===== config.mk =====
export PLATFORM = sky130hd
export DESIGN_NAME = rotating_heater_budget_scheduler_unit
export DESIGN_NICKNAME = d
export VERILOG_FILES = /design/src/hw/rtl/rhbs_pkg.sv /design/src/hw/rtl/rotating_heater_budget_scheduler_unit.sv /design/src/hw/rtl/rhbs_regs.sv /design/src/hw/rtl/rhbs_datapath.sv /design/src/hw/rtl/rhbs_ctrl.sv
export VERILOG_INCLUDE_DIRS = /design/src /design/src/hw/rtl
export SDC_FILE = /design/constraint.sdc
export NUM_CORES = 1
export LEC_CHECK = 0
export ABC_AREA = 0
export BUFFER_PORTS_ARGS = -buffer_cell sky130_fd_sc_hd__buf_2
export CAP_MARGIN = 40
export CORE_MARGIN = 3
export CORE_UTILIZATION = 65
export CTS_CLUSTER_DIAMETER = 100
export DETAILED_ROUTE_END_ITERATION = 10
export PLACE_DENSITY = 0.84
export SYNTH_ARGS = -nofsm -noshare
export SYNTH_HDL_FRONTEND = slang
export SYNTH_SLANG_ARGS = --single-unit

===== constraint.sdc =====
create_clock -name clk_i -period 16.65 [get_ports clk_i]
set_input_delay 0 -clock clk_i [delete_from_list [all_inputs] [get_ports clk_i]]
set_output_delay 0 -clock clk_i [all_outputs]
set_load 0.02 [all_outputs]

===== src/hw/rtl/rotating_heater_budget_scheduler_unit_macros.svh =====
// Assertion macros used by the heater budget scheduler sequencer.
`ifndef ROTATING_HEATER_BUDGET_SCHEDULER_UNIT_MACROS_SVH
`define ROTATING_HEATER_BUDGET_SCHEDULER_UNIT_MACROS_SVH

// Same-cycle implication under active-low reset.
`define RHBS_ASSERT_SAME(name, clk, rst_n, ante, cons) \
  name: assert property (@(posedge clk) disable iff (!rst_n) (ante) |-> (cons)) \
    else $error("rhbs assertion failed");

// Next-cycle implication under active-low reset.
`define RHBS_ASSERT_NEXT(name, clk, rst_n, ante, cons) \
  name: assert property (@(posedge clk) disable iff (!rst_n) (ante) |=> (cons)) \
    else $error("rhbs assertion failed");

`endif


===== src/hw/rtl/rhbs_pkg.sv =====
// Shared types, register codes and reset values of the heater budget scheduler.
package rhbs_pkg;

  localparam int unsigned MAX_HEATERS_DEF = 8;
  localparam int unsigned TIME_BITS_DEF   = 32;

  localparam int unsigned APB_ADDR_W = 5;
  localparam int unsigned APB_DATA_W = 32;

  localparam logic [31:0] MIN_HEAT_RST = 32'd5000;
  localparam logic [31:0] MAX_HEAT_RST = 32'd60000;
  localparam logic [3:0]  MAX_SIMUL_RST = 4'd1;
  localparam logic [3:0]  WIN_OFFSET_RST = 4'd1;
  localparam logic [2:0]  RANGE_START_RST = 3'd0;
  localparam logic [2:0]  RANGE_END_RST = 3'd7;

  typedef enum logic [2:0] {
    REG_ENABLE,
    REG_DEVICE_COUNT,
    REG_MIN_HEAT,
    REG_MAX_HEAT,
    REG_MAX_SIMUL,
    REG_WIN_OFFSET,
    REG_RANGE_START,
    REG_RANGE_END
  } reg_idx_e;

  typedef struct packed {
    logic        enable;
    logic [3:0]  device_count;
    logic [31:0] min_heat_ms;
    logic [31:0] max_heat_ms;
    logic [3:0]  max_simultaneous;
    logic [3:0]  window_offset;
    logic [2:0]  range_start;
    logic [2:0]  range_end;
  } cfg_t;

  typedef struct packed {
    logic load;
    logic eval;
    logic walk;
    logic commit;
  } cmd_t;

  typedef struct packed {
    logic need_walk;
    logic walk_done;
  } status_t;

endpackage


===== src/hw/rtl/rotating_heater_budget_scheduler_unit.sv =====
// Top level of the rotating heater budget scheduler.
// Input channel: one word per heater update (heater_index_i, now_ms_i,
//   heat_request_i), taken when in_valid_i and in_ready_o are both high.
// Output channel: one result word per input word (start, stop, heater_on,
//   window start, heating map), taken when out_valid_o and out_ready_i are high.
// Configuration: APB writes at byte address 4*i; each write clears all heating
//   flags and moves the window start to range_start in the cycle after the write.
// Sequence: after the word is taken, the evaluate state checks stop and minimum
//   time, the walk state moves the window start one range index per step (only
//   when the window-start heater stops), and the decide state decides the start
//   and loads the result register.
// Flow: a new word is taken only once the previous one sits in the result
//   register; the walk sequencer holds in_ready_o low until then.
// Reset: heating flags clear, window start is 0, configuration takes its
//   reset values and no result is pending.
// Stall: a held result stays in the result register; the next word may be
//   taken and evaluated, then waits before commit until the register frees.
module rotating_heater_budget_scheduler_unit #(
  parameter int unsigned MAX_HEATERS = rhbs_pkg::MAX_HEATERS_DEF,
  parameter int unsigned TIME_BITS   = rhbs_pkg::TIME_BITS_DEF
) (
  input  logic                             clk_i,
  input  logic                             rst_ni,
  input  logic                             psel,
  input  logic                             penable,
  input  logic                             pwrite,
  input  logic [rhbs_pkg::APB_ADDR_W-1:0]  paddr,
  input  logic [rhbs_pkg::APB_DATA_W-1:0]  pwdata,
  output logic [rhbs_pkg::APB_DATA_W-1:0]  prdata,
  output logic                             pready,
  input  logic                             in_valid_i,
  output logic                             in_ready_o,
  input  logic [2:0]                       heater_index_i,
  input  logic [31:0]                      now_ms_i,
  input  logic                             heat_request_i,
  output logic                             out_valid_o,
  input  logic                             out_ready_i,
  output logic                             start_command_o,
  output logic                             stop_command_o,
  output logic                             heater_on_o,
  output logic [2:0]                       window_start_o,
  output logic [7:0]                       heating_map_o
);

  rhbs_pkg::cfg_t    cfg;
  logic              cfg_clear;
  rhbs_pkg::cmd_t    cmd;
  rhbs_pkg::status_t status;

  rhbs_regs u_regs (
    .clk_i       (clk_i),
    .rst_ni      (rst_ni),
    .psel        (psel),
    .penable     (penable),
    .pwrite      (pwrite),
    .paddr       (paddr),
    .pwdata      (pwdata),
    .prdata      (prdata),
    .pready      (pready),
    .cfg_o       (cfg),
    .cfg_clear_o (cfg_clear)
  );

  rhbs_datapath #(
    .MAX_HEATERS (MAX_HEATERS),
    .TIME_BITS   (TIME_BITS)
  ) u_datapath (
    .clk_i           (clk_i),
    .rst_ni          (rst_ni),
    .cfg_i           (cfg),
    .cfg_clear_i     (cfg_clear),
    .cmd_i           (cmd),
    .status_o        (status),
    .heater_index_i  (heater_index_i),
    .now_ms_i        (now_ms_i),
    .heat_request_i  (heat_request_i),
    .start_command_o (start_command_o),
    .stop_command_o  (stop_command_o),
    .heater_on_o     (heater_on_o),
    .window_start_o  (window_start_o),
    .heating_map_o   (heating_map_o)
  );

  rhbs_ctrl u_ctrl (
    .clk_i       (clk_i),
    .rst_ni      (rst_ni),
    .in_valid_i  (in_valid_i),
    .in_ready_o  (in_ready_o),
    .out_valid_o (out_valid_o),
    .out_ready_i (out_ready_i),
    .status_i    (status),
    .cmd_o       (cmd)
  );

endmodule


===== src/hw/rtl/rhbs_regs.sv =====
// APB configuration registers with the clear pulse that follows each write.
module rhbs_regs (
  input  logic                                clk_i,
  input  logic                                rst_ni,
  input  logic                                psel,
  input  logic                                penable,
  input  logic                                pwrite,
  input  logic [rhbs_pkg::APB_ADDR_W-1:0]     paddr,
  input  logic [rhbs_pkg::APB_DATA_W-1:0]     pwdata,
  output logic [rhbs_pkg::APB_DATA_W-1:0]     prdata,
  output logic                                pready,
  output rhbs_pkg::cfg_t                      cfg_o,
  output logic                                cfg_clear_o
);

  rhbs_pkg::cfg_t     cfg_q;
  logic               clear_q;
  logic               wr;
  rhbs_pkg::reg_idx_e ridx;

  assign pready = 1'b1;
  assign wr     = psel && penable && pwrite && pready;
  assign ridx   = rhbs_pkg::reg_idx_e'(paddr[rhbs_pkg::APB_ADDR_W-1:2]);

  always_ff @(posedge clk_i or negedge rst_ni) begin
    if (!rst_ni) begin
      cfg_q.enable           <= 1'b0;
      cfg_q.device_count     <= 4'd0;
      cfg_q.min_heat_ms      <= rhbs_pkg::MIN_HEAT_RST;
      cfg_q.max_heat_ms      <= rhbs_pkg::MAX_HEAT_RST;
      cfg_q.max_simultaneous <= rhbs_pkg::MAX_SIMUL_RST;
      cfg_q.window_offset    <= rhbs_pkg::WIN_OFFSET_RST;
      cfg_q.range_start      <= rhbs_pkg::RANGE_START_RST;
      cfg_q.range_end        <= rhbs_pkg::RANGE_END_RST;
      clear_q                <= 1'b0;
    end else begin
      clear_q <= wr;
      if (wr) begin
        case (ridx)
          rhbs_pkg::REG_ENABLE:       cfg_q.enable           <= pwdata[0];
          rhbs_pkg::REG_DEVICE_COUNT: cfg_q.device_count     <= pwdata[3:0];
          rhbs_pkg::REG_MIN_HEAT:     cfg_q.min_heat_ms      <= pwdata[31:0];
          rhbs_pkg::REG_MAX_HEAT:     cfg_q.max_heat_ms      <= pwdata[31:0];
          rhbs_pkg::REG_MAX_SIMUL:    cfg_q.max_simultaneous <= pwdata[3:0];
          rhbs_pkg::REG_WIN_OFFSET:   cfg_q.window_offset    <= pwdata[3:0];
          rhbs_pkg::REG_RANGE_START:  cfg_q.range_start      <= pwdata[2:0];
          rhbs_pkg::REG_RANGE_END:    cfg_q.range_end        <= pwdata[2:0];
          default: ;
        endcase
      end
    end
  end

  always_comb begin
    prdata = '0;
    case (ridx)
      rhbs_pkg::REG_ENABLE:       prdata = 32'(cfg_q.enable);
      rhbs_pkg::REG_DEVICE_COUNT: prdata = 32'(cfg_q.device_count);
      rhbs_pkg::REG_MIN_HEAT:     prdata = cfg_q.min_heat_ms;
      rhbs_pkg::REG_MAX_HEAT:     prdata = cfg_q.max_heat_ms;
      rhbs_pkg::REG_MAX_SIMUL:    prdata = 32'(cfg_q.max_simultaneous);
      rhbs_pkg::REG_WIN_OFFSET:   prdata = 32'(cfg_q.window_offset);
      rhbs_pkg::REG_RANGE_START:  prdata = 32'(cfg_q.range_start);
      rhbs_pkg::REG_RANGE_END:    prdata = 32'(cfg_q.range_end);
      default:                    prdata = '0;
    endcase
  end

  assign cfg_o       = cfg_q;
  assign cfg_clear_o = clear_q;

endmodule


===== src/hw/rtl/rhbs_datapath.sv =====
// Heater flags, start times, window start and the per-word decision logic.
module rhbs_datapath #(
  parameter int unsigned MAX_HEATERS = rhbs_pkg::MAX_HEATERS_DEF,
  parameter int unsigned TIME_BITS   = rhbs_pkg::TIME_BITS_DEF
) (
  input  logic               clk_i,
  input  logic               rst_ni,
  input  rhbs_pkg::cfg_t     cfg_i,
  input  logic               cfg_clear_i,
  input  rhbs_pkg::cmd_t     cmd_i,
  output rhbs_pkg::status_t  status_o,
  input  logic [2:0]         heater_index_i,
  input  logic [31:0]        now_ms_i,
  input  logic               heat_request_i,
  output logic               start_command_o,
  output logic               stop_command_o,
  output logic               heater_on_o,
  output logic [2:0]         window_start_o,
  output logic [7:0]         heating_map_o
);

  localparam int unsigned NumSlots = (MAX_HEATERS < 8) ? MAX_HEATERS : 8;
  localparam int unsigned SlotW    = (NumSlots > 1) ? $clog2(NumSlots) : 1;
  localparam int unsigned CmpW     = (TIME_BITS > 32) ? TIME_BITS : 32;
  localparam logic [4:0]  MaxIdx   = 5'(MAX_HEATERS);

  logic [NumSlots-1:0]  flags_q;
  logic [TIME_BITS-1:0] start_q [NumSlots];
  logic [2:0]           window_q;

  logic [2:0]           idx_q;
  logic [TIME_BITS-1:0] now_q;
  logic                 req_q;
  logic                 valid_q;
  logic                 stop_q;
  logic                 hold_q;
  logic [2:0]           next_q;
  logic [3:0]           moved_q;

  logic                 start_o_q;
  logic                 stop_o_q;
  logic                 heater_on_q;
  logic [2:0]           window_o_q;
  logic [7:0]           map_q;

  logic [SlotW-1:0]     slot;
  logic                 idx_ok;
  logic [3:0]           rs4;
  logic [3:0]           re1;
  logic [3:0]           hi;
  logic [3:0]           active;
  logic [3:0]           eff;
  logic [3:0]           span;
  logic                 valid_c;
  logic [TIME_BITS-1:0] elapsed;
  logic                 stop_c;
  logic                 hold_c;
  logic [3:0]           nxt4;
  logic [2:0]           nsel;
  logic [3:0]           moved_inc;
  logic                 walk_done;
  logic [3:0]           win_gap;
  logic                 in_win;
  logic                 start_c;
  logic [NumSlots-1:0]  flags_nx;
  logic [7:0]           map_nx;

  assign slot   = idx_q[SlotW-1:0];
  assign idx_ok = {2'b00, idx_q} < MaxIdx;

  // range occupancy
  assign rs4    = {1'b0, cfg_i.range_start};
  assign re1    = {1'b0, cfg_i.range_end} + 4'd1;
  assign hi     = (re1 < cfg_i.device_count) ? re1 : cfg_i.device_count;
  assign active = ((cfg_i.range_start > cfg_i.range_end) || (cfg_i.device_count <= rs4))
                  ? 4'd0 : (hi - rs4);
  assign eff    = (cfg_i.max_simultaneous > active) ? active : cfg_i.max_simultaneous;
  assign span   = re1 - rs4;

  // stop and minimum-time decision
  assign valid_c = cfg_i.enable && (cfg_i.device_count != 4'd0) &&
                   ({1'b0, idx_q} < cfg_i.device_count) &&
                   (idx_q >= cfg_i.range_start) && (idx_q <= cfg_i.range_end) && idx_ok;
  assign elapsed = now_q - start_q[slot];
  assign stop_c  = valid_c && flags_q[slot] &&
                   (!req_q || (CmpW'(elapsed) >= CmpW'(cfg_i.max_heat_ms)));
  assign hold_c  = valid_c && flags_q[slot] && !stop_c &&
                   (CmpW'(elapsed) < CmpW'(cfg_i.min_heat_ms));

  // one step of the window start walk
  assign nxt4      = {1'b0, next_q} + 4'd1;
  assign nsel      = (nxt4 > {1'b0, cfg_i.range_end}) ? cfg_i.range_start : nxt4[2:0];
  assign moved_inc = moved_q + 4'({1'b0, nsel} < cfg_i.device_count);
  assign walk_done = (moved_inc >= cfg_i.window_offset) || (nsel == window_q);

  assign status_o.need_walk = stop_c && (idx_q == window_q) && (active != 4'd0) &&
                              (cfg_i.window_offset != 4'd0);
  assign status_o.walk_done = walk_done;

  // window membership and start decision
  always_comb begin
    win_gap = {1'b0, idx_q} - {1'b0, window_q};
    if (idx_q < window_q) begin
      win_gap = win_gap + span;
    end
  end

  assign in_win   = win_gap < eff;
  assign start_c  = valid_q && !hold_q && !flags_q[slot] && in_win && req_q;
  assign flags_nx = flags_q | (start_c ? (NumSlots'(1) << slot) : '0);

  for (genvar i = 0; i < 8; i++) begin : g_map
    if (i < NumSlots) begin : g_live
      assign map_nx[i] = flags_nx[i];
    end else begin : g_none
      assign map_nx[i] = 1'b0;
    end
  end

  always_ff @(posedge clk_i or negedge rst_ni) begin
    if (!rst_ni) begin
      flags_q  <= '0;
      window_q <= rhbs_pkg::RANGE_START_RST;
    end else if (cfg_clear_i) begin
      flags_q  <= '0;
      window_q <= cfg_i.range_start;
    end else begin
      if (cmd_i.eval && stop_c) begin
        flags_q[slot] <= 1'b0;
      end
      if (cmd_i.walk && walk_done) begin
        window_q <= nsel;
      end
      if (cmd_i.commit) begin
        flags_q <= flags_nx;
      end
    end
  end

  always_ff @(posedge clk_i) begin
    if (cmd_i.load) begin
      idx_q <= heater_index_i;
      now_q <= TIME_BITS'(now_ms_i);
      req_q <= heat_request_i;
    end
    if (cmd_i.eval) begin
      valid_q <= valid_c;
      stop_q  <= stop_c;
      hold_q  <= hold_c;
      next_q  <= window_q;
      moved_q <= 4'd0;
    end
    if (cmd_i.walk) begin
      next_q  <= nsel;
      moved_q <= moved_inc;
    end
    if (cmd_i.commit) begin
      if (start_c) begin
        start_q[slot] <= now_q;
      end
      start_o_q   <= start_c;
      stop_o_q    <= stop_q;
      heater_on_q <= idx_ok && (flags_q[slot] || start_c);
      window_o_q  <= window_q;
      map_q       <= map_nx;
    end
  end

  assign start_command_o = start_o_q;
  assign stop_command_o  = stop_o_q;
  assign heater_on_o     = heater_on_q;
  assign window_start_o  = window_o_q;
  assign heating_map_o   = map_q;

endmodule


===== src/hw/rtl/rhbs_ctrl.sv =====
// Sequencer that steps one word through evaluate, window walk and commit.
`include "rotating_heater_budget_scheduler_unit_macros.svh"

module rhbs_ctrl (
  input  logic               clk_i,
  input  logic               rst_ni,
  input  logic               in_valid_i,
  output logic               in_ready_o,
  output logic               out_valid_o,
  input  logic               out_ready_i,
  input  rhbs_pkg::status_t  status_i,
  output rhbs_pkg::cmd_t     cmd_o
);

  typedef enum logic [1:0] {
    ST_IDLE,
    ST_EVAL,
    ST_WALK,
    ST_DECIDE
  } state_e;

  state_e state_q;
  logic   out_valid_q;
  logic   out_free;

  assign out_free   = !out_valid_q || out_ready_i;
  assign in_ready_o = (state_q == ST_IDLE);

  assign cmd_o.load   = in_valid_i && in_ready_o;
  assign cmd_o.eval   = (state_q == ST_EVAL);
  assign cmd_o.walk   = (state_q == ST_WALK);
  assign cmd_o.commit = (state_q == ST_DECIDE) && out_free;

  always_ff @(posedge clk_i or negedge rst_ni) begin
    if (!rst_ni) begin
      state_q     <= ST_IDLE;
      out_valid_q <= 1'b0;
    end else begin
      if (cmd_o.commit) begin
        out_valid_q <= 1'b1;
      end else if (out_ready_i) begin
        out_valid_q <= 1'b0;
      end
      case (state_q)
        ST_IDLE: begin
          if (in_valid_i) begin
            state_q <= ST_EVAL;
          end
        end
        ST_EVAL: begin
          state_q <= status_i.need_walk ? ST_WALK : ST_DECIDE;
        end
        ST_WALK: begin
          if (status_i.walk_done) begin
            state_q <= ST_DECIDE;
          end
        end
        ST_DECIDE: begin
          if (out_free) begin
            state_q <= ST_IDLE;
          end
        end
        default: state_q <= ST_IDLE;
      endcase
    end
  end

  assign out_valid_o = out_valid_q;

  `RHBS_ASSERT_NEXT(a_accept_to_eval, clk_i, rst_ni, in_valid_i && in_ready_o, state_q == ST_EVAL)
  `RHBS_ASSERT_NEXT(a_commit_shows_word, clk_i, rst_ni, cmd_o.commit, out_valid_q && in_ready_o)
  `RHBS_ASSERT_SAME(a_busy_not_ready, clk_i, rst_ni, cmd_o.eval || cmd_o.walk, !in_ready_o)
  `RHBS_ASSERT_NEXT(a_stall_holds_decide, clk_i, rst_ni, (state_q == ST_DECIDE) && !out_free, state_q == ST_DECIDE && out_valid_q)

endmodule


==> key figures, run 1 <==
Yosys
  • Simple-gate area share of the yosys netlist: 7.177%
  • Dominant cells by area after synthesis: edfxtp_1 45%, dfrtp_1 9.7%, ha_1 8.7%
  • Netlist cell types: 70
  • Synth warn: 0
  • Fraction of registers with async set/reset: 23.50%
  • Post-synthesis compound-gate area fraction: 11.73%
  • Mapped cell area: 20920 µm²
  • Post-Synth XOR/XNOR Area: 1.465%
  • Synthesized Nets: 1825
  • Synth Area per Inst: 13.14 µm²
  • Commonest cells post-synth: 316 x edfxtp_1, 146 x ha_1, 136 x nand2_1, 124 x o21ai_0, 121 x inv_1
  • Multiplexer share of the synthesized area: 9.522%
  • Seq cells post-synth: 417
  • Cell taking the most area after synthesis: edfxtp_1
  • Post-synth EDFFs: 316
  • Synth top area share: 45.36%
  • Top_reg_cell synth: edfxtp_1
  • Main combinational cell family by area after synthesis: compound AO/OA/AOI/OAI gates
  • Most common cell in the netlist: edfxtp_1
  • Synth Area in Adders: 9.402%
  • Syn Inst Count: 1592
  • Seq/Total Area, Yosys: 57.47%

Place
  • Port bufs: 125
  • Hpwl dp: 32800 µm
  • Routability congestion estimate: 0.8819
  • Dpl ws: 9.484 ns
  • DP Area: 22110 µm²

Setup path
  • Critical Path RT: 17.07 ns
  • Worst path cell trace: buf_4 > mux4_2 > mux2i_1 > ha_1 > o21a_1 > o211a_1 > a221oi_1 > o21ai_1 > a311oi_1 > nor4_1 > or3_1 > o311ai_1 > ha_1 > a21oi_1 > nor2b_1 > o21ai_0 > nor4bb_1 > o21ai_0 > o2111ai_1 > o211ai_1 > o41ai_1
  • WS Path Type: flop to flop
  • CP max-delay cell: buf_4
  • Worst setup SP type: flop
  • Worst path top cell family by delay: compound AO/OA/AOI/OAI gates
  • Crit path DAT: 7.83 ns
  • CP max stage delay: 0.73 ns
  • Crit. End Element: flop
  • Crit-path max FO: 42
  • Buf/Inv on CP: 1

Timing
  • Worst Clk Skew: 0.01771 ns
  • Minimum clock period: 7.407 ns
  • Max Slew Vio Count: 0
  • Fin Hold WS: 0.04709 ns
  • Setup slack after layout: 9.243 ns
  • Final setup vio count: 0
  • Final-report hold violation count: 0
  • Final worst path period share: 44.49%
  • Max Fclk: 135.0 MHz
  • Max_slew headroom: 45.18%
  • Unrepaired setup endpoints after global routing: false
  • Actual slew at the worst max-slew pin: 0.8223 ns
  • Setup TNS: 0 ns

Global route
  • Total grt overflow: 0
  • Initial antenna violation count: 0
  • Largest net degree at the start of global routing: 55
  • First-pass GRT wire length: 80930 µm
  • GRT Overall Usage: 30.59%
  • Vias in the first global route: 14630

Power
  • Power per cell area: 174.8 nW/µm²
  • Clock share of power: 22.1%
  • Logic pwr share: 45.3%
  • Sw Pwr: 1.641 mW
  • Internal Power: 2.591 mW
  • LEAKAGE: 9.600 nW
  • Maximum vdd drop: 0.0001261 V
  • Sw Ratio: 38.78%
  • Flop pwr share: 32.7%
  • Pwr Total: 4.232 mW

Route
  • Routed vias: 14670
  • Routed length per instance: 23.46 µm
  • Final wirelength: 52430 µm
  • Drt drc: 0
  • Vias/cell: 6.565
  • First DRT Iteration DRCs: 1838
  • Drt pass-1 iters: 6
  • ANT nets after route: 0

Cells and area
  • Layout cells sized above 1: 17.68%
  • Final nets: 2035
  • Layout filler cell count: 1813
  • Layout area overhead: 15.75%
  • Diodes inserted: 0
  • Post-route cell area: 24220 µm²
  • Register area: 12030 µm²
  • Multi-input gate area: 8285 µm²

Floorplan
  • Io pins: 129
  • Die Area: 34370 µm²
  • Die W: 185.4 µm
  • Starting Density: 66.13%
  • Core ar.: 31640 µm²
  • Rows: 65
  • Die height: 185.4 µm

Run status
  • Outcome: finished, final reports clean

Worst hold path
  • Hold Path Class: input port to async pin

Clocking
  • Sink Count: 417
  • Total CTS buffers: 42
  • Post-CTS Setup Bufs: 0
  • Clock Tree Buf Depth: 3
  • Root Driver: clkbuf_16
  • CTS tree: yes
  • Htree depth: 2
  • Skew-Pair Late Insertion Delay: 0.55 ns
  • PostCTS Resize Cnt: 0
  • Worst-path clk slew: 0.06 ns

Run
  • Max-cap viol count: 0
[final cells by class]
type / count / share of cell area [%]
sequential: 417 / 49.67
multi-input combinational: 999 / 34.22
timing repair buffer: 221 / 6.603
clock buffer: 55 / 4.630
tap: 402 / 2.077
inverter: 121 / 1.876
clock inverter: 20 / 0.9249
[cell families (layout without fill, tap and decap cells)]
| family | count (synthesis) | count (layout) |
|---|---|---|
| simple gates | 320 | 320 |
| xor+xnor | 35 | 35 |
| fa+ha+maj | 153 | 153 |
| mux | 115 | 115 |
| flops | 417 | 417 |
| compound gates | 375 | 375 |
| other cells | 1 | 1 |
| buf+inv | 176 | 417 |
[path summary, 6_finish.rpt]
| check | to | slack (ns) | cells after the start |
|---|---|---|---|
| max | u_datapath.flags_q[3] | 9.24 | 21 |
| min | u_datapath.flags_q[0] | 0.05 | 2 |
| max reg2reg | u_datapath.flags_q[3] | 9.24 | 21 |
| min reg2reg | u_datapath.stop_command_o | 0.45 | 0 |
| max in group asynchronous | u_regs.cfg_o[40] | 15.52 | 3 |
| min in group clk_i | u_regs.cfg_o[2] | 0.08 | 4 |
[sequential cells by signal, summed over array words and instances, names as in the netlist, named ones only]
name                        count
u_datapath.hold_q               1
u_ctrl.out_valid_o              1
u_datapath.heater_on_o          1
u_datapath.flags_q              8
u_datapath.now_q               32
u_datapath.window_start_o       3
u_datapath.window_q             3
u_datapath.heating_map_o        8
u_datapath.moved_q              4
u_datapath.valid_q              1
u_regs.cfg_o                   83
u_datapath.stop_q               1
u_datapath.idx_q                3
u_regs.cfg_clear_o              1
u_datapath.next_q               3
u_datapath.start_q            256
u_datapath.req_q                1
u_ctrl.state_q                  2
u_datapath.start_command_o      1
u_datapath.stop_command_o       1
[power by group through the flow]
stage | combinational, mW | sequential, mW | clock [mW]
after floorplan | 1.33 | 1.37 | 0
after global placement | 1.71 | 1.39 | 0
after detailed placement | 1.84 | 1.40 | 0
after CTS | 1.88 | 1.38 | 0.940
after global routing | 2.10 | 1.40 | 0.983
final | 1.92 | 1.38 | 0.934
[metal layers]
layer	global-route usage, %	part of all wire [%]
met4	12.97	4.7
met5	0	0
met3	4.360	8.2
met2	49.65	48
met1	42.09	39
[timing repair]
| item | CTS | global route |
|---|---|---|
| hold buffers | 76 | 0 |
| hold endpoints to repair | 174 | 0 |
| endpoints found under the setup margin | 0 | 0 |
[per-stage QoR]
step                      std cells  utilization, %
after floorplan                1592               -
after global placement         2079           69.58
after detailed placement       2084           69.89
after CTS                      2235           76.54
after global routing           2235           76.54
final                          2235           76.54
[cells in the final DEF, fill, tap and decap left out, types with 60 or more instances in the layout]
cell and count:
ha_1 146, mux4_2 66, buf_2 124, dfrtp_1 81
edfxtp_1 316, dlygate4sd3_1 76, nand2_1 136, inv_1 120
o21ai_0 124, nor2_1 60
Note: power is estimated with default switching activity, not from simulation.
==> run 2, diff against run 1 <==
CORE_UTILIZATION = 61   (was 65)
PLACE_DENSITY = 0.8   (was 0.84)
clock period = 7.8 ns   (was 16.65 ns; I/O delays follow)
==> run 2 against run 1 <==
- global-route usage is 1.9 points lower
- setup slack worse by 8.4 ns
- sequential share of layout area is 0.48 points lower
- die area is 6.3% higher
==> key figures, run 2 (synthesis results as in run 1) <==
Setup path
  • FF-to-FF path depth: 20 (-4.8%)
  • CP max-delay cell: o2111ai_1
  • Worst setup SP type: flop
  • Crit-path max FO: 29 (-31%)
  • Worst path top cell family by delay: compound AO/OA/AOI/OAI gates
  • Crit path DAT: 7.35 ns (-0.48 ns)
  • R2r endpoint: u_datapath.flags_q[2]
  • R2r setup slk: 0.87 ns (-8.38 ns)
  • Buf/Inv on CP: 1 (unchanged)
  • WS Path Type: flop to flop
  • Worst path cell trace: buf_4 > mux4_2 > mux2i_1 > ha_1 > o211a_1 > a221oi_1 > o21ai_1 > a311oi_1 > nor4_1 > or3_1 > o311ai_1 > ha_1 > a21oi_1 > nor2b_1 > o21ai_0 > nor4bb_1 > o21ai_0 > o2111ai_1 > o211ai_1 > o41ai_1
  • Critical Path RT: 8.22 ns (-8.85 ns)
  • CP max stage delay: 0.76 ns (+0.03 ns)
  • Crit. End Element: flop

Place
  • Routability congestion estimate: 0.9021 (+2.3%)
  • Hpwl dp: 33360 µm (+1.7%)
  • Dpl ws: 1.089 ns (-8.395 ns)
  • Cell Count Post-Placement: 2136 (+2.5%)
  • Port bufs: 125 (unchanged)

Cells and area
  • Most frequent cells in the layout: 316 x edfxtp_1, 146 x ha_1, 136 x nand2_1, 124 x o21ai_0, 124 x buf_2
  • Post-Layout Cell Count: 2294 (+2.6%)
  • Layout area overhead: 16.88%
  • Commonest non-fill, non-tap cell in the layout: edfxtp_1
  • Largest register by flop count: u_datapath.start_q
  • Largest register FFs: 256 (unchanged)
  • Util after Layout: 72.56% (-4.0 points)
  • Layout cells sized above 1: 18.42% (+0.74 points)
  • Final nets: 2045 (+0.49%)
  • Diodes inserted: 0 (unchanged)

Clocking
  • Root Driver: clkbuf_16
  • Clock Tree Buf Depth: 3 (unchanged)
  • Hold-fix buffers, CTS: 79 (+3.9%)
  • PostCTS Resize Cnt: 0 (unchanged)
  • Total CTS buffers: 43 (+2.4%)
  • Htree depth: 2 (unchanged)
  • Post-CTS Setup Bufs: 0 (unchanged)
  • Sink Count: 417 (unchanged)
  • CTS tree: yes
  • Skew-Pair Late Insertion Delay: 0.57 ns (+0.02 ns)
  • Worst-path clk slew: 0.06 ns (about the same)

Timing
  • Max Fclk: 144.3 MHz (+6.8%)
  • Final-report hold violation count: 0 (unchanged)
  • Fin Hold WS: 0.06563 ns (+0.01854 ns)
  • Setup slack after layout: 0.8679 ns (-8.375 ns)
  • Unrepaired setup endpoints after global routing: false
  • Worst Clk Skew: 0.01617 ns (-0.001548 ns)
  • Actual slew at the worst max-slew pin: 0.8145 ns (-0.007854 ns)
  • Final setup vio count: 0 (unchanged)
  • Minimum clock period: 6.932 ns (-0.4746 ns)
  • Setup TNS: 0 ns (unchanged)
  • Final worst path period share: 88.87% (+44 points)
  • Max_slew headroom: 45.65% (+0.47 points)
  • Max Slew Vio Count: 0 (unchanged)

Worst hold path
  • Hold path depth: 5
  • Hold Path Class: input port to flop
  • Worst Hold Path EP: u_regs.cfg_o[82]
  • Hold_sp: pwrite

Route
  • First DRT Iteration DRCs: 1410 (-23%)
  • Drt pass-1 iters: 5 (-1)
  • Routed length per instance: 22.58 µm (-3.7%)
  • Routed vias: 14270 (-2.7%)
  • ANT nets after route: 0 (unchanged)
  • Vias/cell: 6.221 (-5.2%)
  • Final wirelength: 51810 µm (-1.2%)
  • Drt drc: 0 (unchanged)

Global route
  • Vias in the first global route: 14200 (-2.9%)
  • Total grt overflow: 0 (unchanged)
  • Initial antenna violation count: 0 (unchanged)
  • GRT Overall Usage: 28.66% (-1.9 points)
  • Largest net degree at the start of global routing: 59 (+7.3%)
  • First-pass GRT wire length: 79790 µm (-1.4%)

Floorplan
  • Rows: 67 (+3.1%)
  • Starting Density: 62.08% (-4.0 points)
  • Die W: 191.2 µm (+3.1%)
  • Die height: 191.2 µm (+3.1%)
  • Die Area: 36550 µm² (+6.3%)
  • Core ar.: 33700 µm² (+6.5%)
  • Io pins: 129 (unchanged)

Run
  • Max-cap viol count: 0 (unchanged)

Power
  • Internal Power: 5.606 mW (+120%)
  • Maximum vdd drop: 0.0002629 V (+110%)
  • Power per cell area: 371.3 nW/µm² (+110%)
  • Flop pwr share: 32.8% (about the same)
  • Sw Ratio: 38.25% (-0.53 points)
  • Logic pwr share: 43.9% (-1.4 points)
  • Clock share of power: 23.3% (+1.2 points)
  • Sw Pwr: 3.472 mW (+110%)
  • LEAKAGE: 9.702 nW (+1.1%)

Run status
  • Outcome: finished, final reports clean
[run 2: tightest hold or removal path: stages]
cell	delay, ns
buf_2	0.10
nand3_1	0.09
or2_2	0.15
nor3_1	0.05
mux2_2	0.21
[run 2: worst max path at each step]
| stage | startpoint | endpoint | cells past startpoint |
|---|---|---|---|
| after floorplan | u_regs.cfg_o[0] | u_datapath.start_q[0][0] | 21 |
| after global placement | flop | u_datapath.flags_q[6] | 21 |
| after detailed placement | flop | u_datapath.flags_q[2] | 20 |
| after CTS | flop | u_datapath.flags_q[2] | 20 |
| after global routing | flop | u_datapath.flags_q[2] | 21 |
| final | flop | u_datapath.flags_q[2] | 20 |
[run 2: power by group through the flow]
stage / clock [mW] / combinational [mW] / sequential (mW)
2_1_floorplan: 0 / 2.85 / 2.93
3_3_place_gp: 0 / 3.68 / 3.01
3_5_place_dp: 0 / 3.84 / 3.02
4_1_cts: 2.14 / 3.94 / 2.98
5_1_grt: 2.22 / 4.43 / 3.02
6_report: 2.12 / 3.98 / 2.98
[run 2: metal layers]
layer,vias to the layer above,share of wire [%],GRT usage (%)
met5,-,0,0
li1,6478,-,-
met1,7070,41,38.29
met2,594,48,46.68
met3,129,6.8,5.043
met4,0,4.1,12.53
[run 2: per-stage QoR]
step | power [mW] | area (µm²)
floorplan | 5.772 | 20920
global placement | 6.691 | 22140
detailed placement | 6.864 | 22190
CTS | 9.058 | 24450
global route | 9.663 | 24450
finish | 9.079 | 24450
[run 2: layout make-up]
type | instances | area [µm²]
clock inverters | 29 | 314.1
flip-flops and latches | 417 | 12030
well taps | 448 | 560.5
repair buffers | 230 | 1664
multi-input cells | 999 | 8285
inverters | 121 | 454.2
fillers | 2163 | 9248
clock buffers | 50 | 1145
